==> src/rtl/core/cdm_pkg.sv <==
// shared types, constants and step functions for the circle penetration block
// no dependencies
package cdm_pkg;

  localparam int SQRT_STEPS = 32;
  localparam int DIV_STEPS  = 31;
  localparam int QUEUE_DEPTH = 2;

  localparam logic OP_CIRCLE = 1'b0;
  localparam logic OP_BOX    = 1'b1;

  localparam logic CFG_MIN_DEPTH_CIRCLE = 1'b0;
  localparam logic CFG_MIN_DEPTH_BOX    = 1'b1;

  localparam logic [15:0] MIN_DEPTH_CIRCLE_RST = 16'd1;
  localparam logic [15:0] MIN_DEPTH_BOX_RST    = 16'd0;

  localparam logic [30:0] DEPTH_MAX = 31'h7fff_ffff;

  // item handed from the front to the back through the queue
  typedef struct packed {
    logic        miss;
    logic [63:0] sum;
    logic [31:0] limit;
    logic [15:0] eps;
    logic [31:0] ax;
    logic [31:0] az;
    logic        neg_x;
    logic        neg_z;
  } q_entry_t;

  // sideband riding along the root pipeline
  typedef struct packed {
    logic        miss;
    logic [31:0] limit;
    logic [15:0] eps;
    logic [31:0] ax;
    logic [31:0] az;
    logic        neg_x;
    logic        neg_z;
  } side_a_t;

  // sideband riding along the divider pipeline
  typedef struct packed {
    logic        hit;
    logic [30:0] dsat;
    logic        neg_x;
    logic        neg_z;
    logic        len_zero;
  } side_b_t;

  typedef struct packed {
    logic [63:0] n;
    logic [63:0] r;
  } sqrt_state_t;

  typedef struct packed {
    logic [31:0] rem;
    logic        qbit;
  } div_state_t;

  // one digit of the integer square root
  function automatic sqrt_state_t sqrt_step(input sqrt_state_t s, input logic [63:0] bitv);
    sqrt_state_t o;
    logic [63:0] t;
    t = s.r + bitv;
    if (s.n >= t) begin
      o.n = s.n - t;
      o.r = (s.r >> 1) + bitv;
    end else begin
      o.n = s.n;
      o.r = s.r >> 1;
    end
    return o;
  endfunction

  // one restoring division step
  function automatic div_state_t div_step(input logic [31:0] rem, input logic nbit,
                                          input logic [31:0] den);
    div_state_t o;
    logic [32:0] rs;
    logic [32:0] diff;
    rs = {rem, nbit};
    diff = rs - {1'b0, den};
    if (rs >= {1'b0, den}) begin
      o.rem  = diff[31:0];
      o.qbit = 1'b1;
    end else begin
      o.rem  = rs[31:0];
      o.qbit = 1'b0;
    end
    return o;
  endfunction

endpackage

==> src/rtl/core/cdm_queue.sv <==
// two-entry queue between the front end and the back end
// depends on cdm_pkg
module cdm_queue (
  input  logic              clk,
  input  logic              rst,
  input  logic              push,
  input  cdm_pkg::q_entry_t push_data,
  input  logic              pop_ready,
  output logic              pop_valid,
  output cdm_pkg::q_entry_t pop_data,
  output logic              full
);

  cdm_pkg::q_entry_t mem [cdm_pkg::QUEUE_DEPTH];
  logic       wr_ptr, rd_ptr;
  logic [1:0] count;
  logic       do_push, do_pop;

  assign pop_valid = (count != 2'd0);
  assign full      = (count == 2'd2);
  assign do_push   = push & ~full;
  assign do_pop    = pop_valid & pop_ready;
  assign pop_data  = mem[rd_ptr];

  // entry storage
  always_ff @(posedge clk) begin
    if (do_push) mem[wr_ptr] <= push_data;
  end

  // pointers and fill count
  always_ff @(posedge clk) begin
    if (rst) begin
      wr_ptr <= 1'b0;
      rd_ptr <= 1'b0;
      count  <= 2'd0;
    end else begin
      if (do_push) wr_ptr <= ~wr_ptr;
      if (do_pop)  rd_ptr <= ~rd_ptr;
      count <= count + {1'b0, do_push} - {1'b0, do_pop};
    end
  end

endmodule

==> config.mk <==
export PLATFORM = sky130hd
export DESIGN_NAME = cdm_queue
export DESIGN_NICKNAME = d
export VERILOG_FILES = /design/src/rtl/core/cdm_pkg.sv /design/src/rtl/core/cdm_queue.sv
export SDC_FILE = /design/constraint.sdc
export NUM_CORES = 1
export LEC_CHECK = 0
export BUFFER_PORTS_ARGS = -buffer_cell sky130_fd_sc_hd__buf_2
export CAP_MARGIN = 25
export CORE_ASPECT_RATIO = 0.7
export CORE_MARGIN = 4
export CORE_UTILIZATION = 56
export CTS_CLUSTER_DIAMETER = 80
export DETAILED_ROUTE_END_ITERATION = 7
export PLACE_DENSITY_LB_ADDON = 0.25
export SYNTH_ARGS = -nofsm -noshare
export SYNTH_HDL_FRONTEND = slang
export SYNTH_SLANG_ARGS = --single-unit
==> constraint.sdc <==
create_clock -name clk -period 12.69 [get_ports clk]
set_clock_uncertainty 0.1 [all_clocks]
set_input_delay 2.538 -clock clk [delete_from_list [all_inputs] [get_ports clk]]
set_output_delay 2.538 -clock clk [all_outputs]
set_load 0.03 [all_outputs]
==> implementation parameters <==
Parameter                              Value

Flow run
  Number of max-cap violations ... 0

Worst setup path
  CP Data Required Time ... 10.05 ns
  Kind of start point of the critical path ... flip-flop
  Critical Path Fanout Max ... 49
  Critical Path End Type ... primary output
  CP max stage cell ... sky130_fd_sc_hd__dfxtp_4
  Reg2Reg Depth ... 5
  End of the worst register-to-register path ... mem[0][102]$_DFFE_PP_
  Worst reg2reg startpoint ... count[0]$_SDFF_PP0_
  Critical Setup Path Class ... flip-flop to primary output
  Kind of cell adding the most delay to the critical path ... buffers and inverters
  Maximum single-stage delay on the critical path ... approximately 0.85 ns
  Cells traversed along the worst timing path ... buf_4, buf_16, mux2_4, buf_2
  Arrival time of data at the critical path endpoint ... 2.74 ns
  Buffers & Inverters on Critical Path ... 3
  Slack of the worst reg-to-reg path ... 9.86 ns

Route
  First-pass detailed-route iteration total ... 4
  Via/cell ratio ... between 5 and 6
  Post-detailed-route count of antenna-violating nets ... 0
  1st-iter DRT viols ... 385
  Routed wire per std cell ... about 21 µm
  Count of unresolved DRC violations after routing ... 0
  Total detailed-routing wirelength ... 27300 µm
  Via count of the routed design ... 6776

Min path
  Start point of the worst min-delay path ... rd_ptr$_SDFFE_PP0P_
  Worst hold path cell count ... 2
  Worst hold path type ... flip-flop to flip-flop

Clock tree
  Hold-fix buffers at CTS ... 0
  Buffer type at the clock tree root ... sky130_fd_sc_hd__clkbuf_16
  CTS-repair resized insts ... 0
  Post-CTS Setup Repair Bufs ... 0
  Post-CTS clock slew at the launch and capture registers of the worst setup and hold paths ... 0.06 ns
  Latest clock arrival within the worst-skew pair ... slightly below 0.5 ns
  Deepest clock path buffer count ... 3
  Count of H-tree levels built during CTS ... 2
  Total clock buffers created by CTS ... 34
  Clock sink count ... 363
  Clock tree from TritonCTS ... done

Synth
  Biggest area contributors in the synthesized netlist ... sky130_fd_sc_hd__edfxtp_1, sky130_fd_sc_hd__mux2_4, sky130_fd_sc_hd__mux2_2, sky130_fd_sc_hd__buf_6, sky130_fd_sc_hd__dfxtp_1
  Syn Std Cell Area ... around 0.014 mm²
  Count of flip-flops with a built-in enable after synthesis ... 358
  Post-synthesis simple-gate area fraction ... 0.003414
  Dominant cell type by area after synthesis ... sky130_fd_sc_hd__edfxtp_1
  Xor and xnor fraction of the mapped netlist area ... 0.001938
  Library cells used by synthesis ... 20
  Number of synthesis warnings ... 0
  Complex-gate fraction of the synthesized area ... 0.001292
  Multiplexer area fraction after synthesis ... 0.1763
  Syn Area/Cell ... around 23 µm²
  Synth cell count leaders ... sky130_fd_sc_hd__edfxtp_1, sky130_fd_sc_hd__mux2_4, sky130_fd_sc_hd__mux2_2
  Portion of synthesized cell area occupied by the leading cell type ... 0.7928
  Top FF cell, synth ... sky130_fd_sc_hd__edfxtp_1
  Instance count of the mapped netlist ... 583
  Adder-Cell Fraction of Synth Area ... 0.001846
  Largest family of logic cells by synthesized area ... multiplexers
  Post-Syn Nets ... about 770
  Cell with the most instances after synthesis ... sky130_fd_sc_hd__edfxtp_1
  Share of synthesized area occupied by flip-flops and latches ... 0.8002
  Total of flip-flops plus latches after synthesis ... 363
  Fraction of registers with async set or reset after synthesis ... 0

Global routing
  First-pass GRT wire length ... 40740 µm
  Pin count of the biggest net entering global routing ... 75
  Number of antenna violations at the first check in global routing ... 11
  Number of global-route vias before repair ... 7213
  Global-route usage over all layers ... 0.1965
  Congestion Overflow GR ... 0

Die
  Die area ... 0.02681 mm²
  IO Pins ... 364
  Die height ... 138.2 µm
  Core box area ... 0.02376 mm²
  Number of placement rows ... 47
  Die outline width ... 194.0 µm
  Initial Util ... 0.5707

STA
  Achievable clock frequency ... 0.1859 GHz
  Final setup violating endpoints ... 0
  RSZ-0062 raised after global routing ... no
  Transition at the pin with the smallest max-transition slack ... 1.005 ns
  Max Transition Viols Final ... 0
  Post-route setup slack ... 7.311 ns
  Worst-case headroom to the max-slew limit ... 0.3300
  Accumulated negative setup slack ... 0 ns
  Clock period minus final worst setup slack ... about 5.4 ns
  Number of hold-slack violations in the final timing report ... 0
  Final critical-path share of the clock period ... 0.4239

Placed design
  Post-placement setup slack ... 7.613 ns
  DPL Wire Length ... 18760 µm
  Count of input and output buffers ... 363
  Routability cong. ... just over 0.8

Outcome
  Outcome ... complete, no violations

Power
  Leakage dissipation ... roughly 0.0065 µW
  P per Cell Area ... 211.3 mW/mm²
  Worst voltage drop across the vdd grid ... 0.1407 mV

Final layout
  Growth of design area from synthesis to finish ... 23.70%
  Post-layout nets ... 1155
  Total of fill cells in the finished design ... 1505
  Share of layout cells above drive strength 1 ... 0.5996
-- registers in the layout, indices dropped and copies added (netlist names), named ones only --
| name | flops |
|---|---|
| count | 2 |
| wr_ptr | 1 |
| mem | 358 |
| rd_ptr | 1 |
-- final cells by class --
cell class | instances | area [µm²] | share of cell area
clock buffer | 49 | 980.9 | 0.05849
sequential | 363 | 10850 | 0.6472
tap | 318 | 397.9 | 0.02372
multi-input combinational | 196 | 2511 | 0.1497
clock inverter | 11 | 76.32 | 0.004551
timing repair buffer | 371 | 1917 | 0.1143
antenna | 6 | 15.01 | 0.0008952
inverter | 4 | 20.02 | 0.001194
-- through the flow --
step	std cells	util	power (µW)	area, µm²	hold slack [ns]
final	1318	0.7060	3544	16770	0.4362
after global placement	1250	0.6585	2601	15650	0.3728
after floorplan	583	-	2370	13560	0.3518
after CTS	1311	0.7042	3577	16730	0.4350
after detailed placement	1251	0.6597	2617	15670	0.4172
after global routing	1318	0.7060	3689	16770	0.4810
-- worst register-to-register path, delay by kind of cell (launching register included) --
| kind | cells | cell delay [ns] |
|---|---|---|
| buffers and inverters | 3 | 1.39 |
| flip-flops | 1 | 0.36 |
| AND/OR/NAND/NOR | 2 | 0.55 |
-- cells in the final DEF, fill, tap and decap left out, drive strengths merged --
master | synthesis | routed
buf | 20 | 371
edfxtp | 358 | 358
clkinv | 0 | 8
clkbuf | 0 | 49
inv | 4 | 4
diode | 0 | 6
nor2b | 1 | 1
or3 | 1 | 1
or2 | 1 | 1
ha | 2 | 2
nor2 | 3 | 3
nand2 | 1 | 1
clkinvlp | 0 | 2
xor2 | 1 | 1
nand2b | 1 | 1
bufinv | 0 | 1
o21a | 1 | 1
a21oi | 1 | 1
and3 | 1 | 1
o21ai | 1 | 1
dfxtp | 5 | 5
mux2 | 179 | 179
xnor2 | 2 | 2
-- cells by family (layout without fill, tap and decap cells) --
logic type	Yosys count	after routing
AO/OA/AOI/OAI	3	3
XOR/XNOR	3	3
adder cells (fa/ha/maj)	2	2
buffers and inverters	24	435
flip-flops	363	363
multiplexers	179	179
other	0	6
AND/OR/NAND/NOR	9	9
-- worst max-delay path by stage --
stage	from	end	slack [ns]	cells past startpoint
6_report	flip-flop	pop_data[108]	7.31	4
5_1_grt	flip-flop	pop_data[158]	7.20	4
4_1_cts	flip-flop	pop_data[57]	7.06	3
3_5_place_dp	flip-flop	pop_data[67]	7.61	3
3_3_place_gp	flip-flop	pop_data[108]	7.60	3
2_1_floorplan	push	mem[1][0]$_DFFE_PP_	5.34	1
-- layer usage --
layer | track usage | up-vias | share of wire
li1 | - | 3103 | -
met1 | 0.2452 | 3320 | 0.39
met2 | 0.3197 | 275 | 0.48
met3 | 0.07588 | 68 | 0.098
met4 | 0.06731 | 10 | 0.030
met5 | 0 | - | 0.0018
-- power by group --
part           internal (µW)  leakage [µW]  switching (µW)
Sequential              1490       0.00339            58.5
Combinational            390       0.00257             650
Clock                    557      0.000505             399
(Power assumes the default switching activity.)
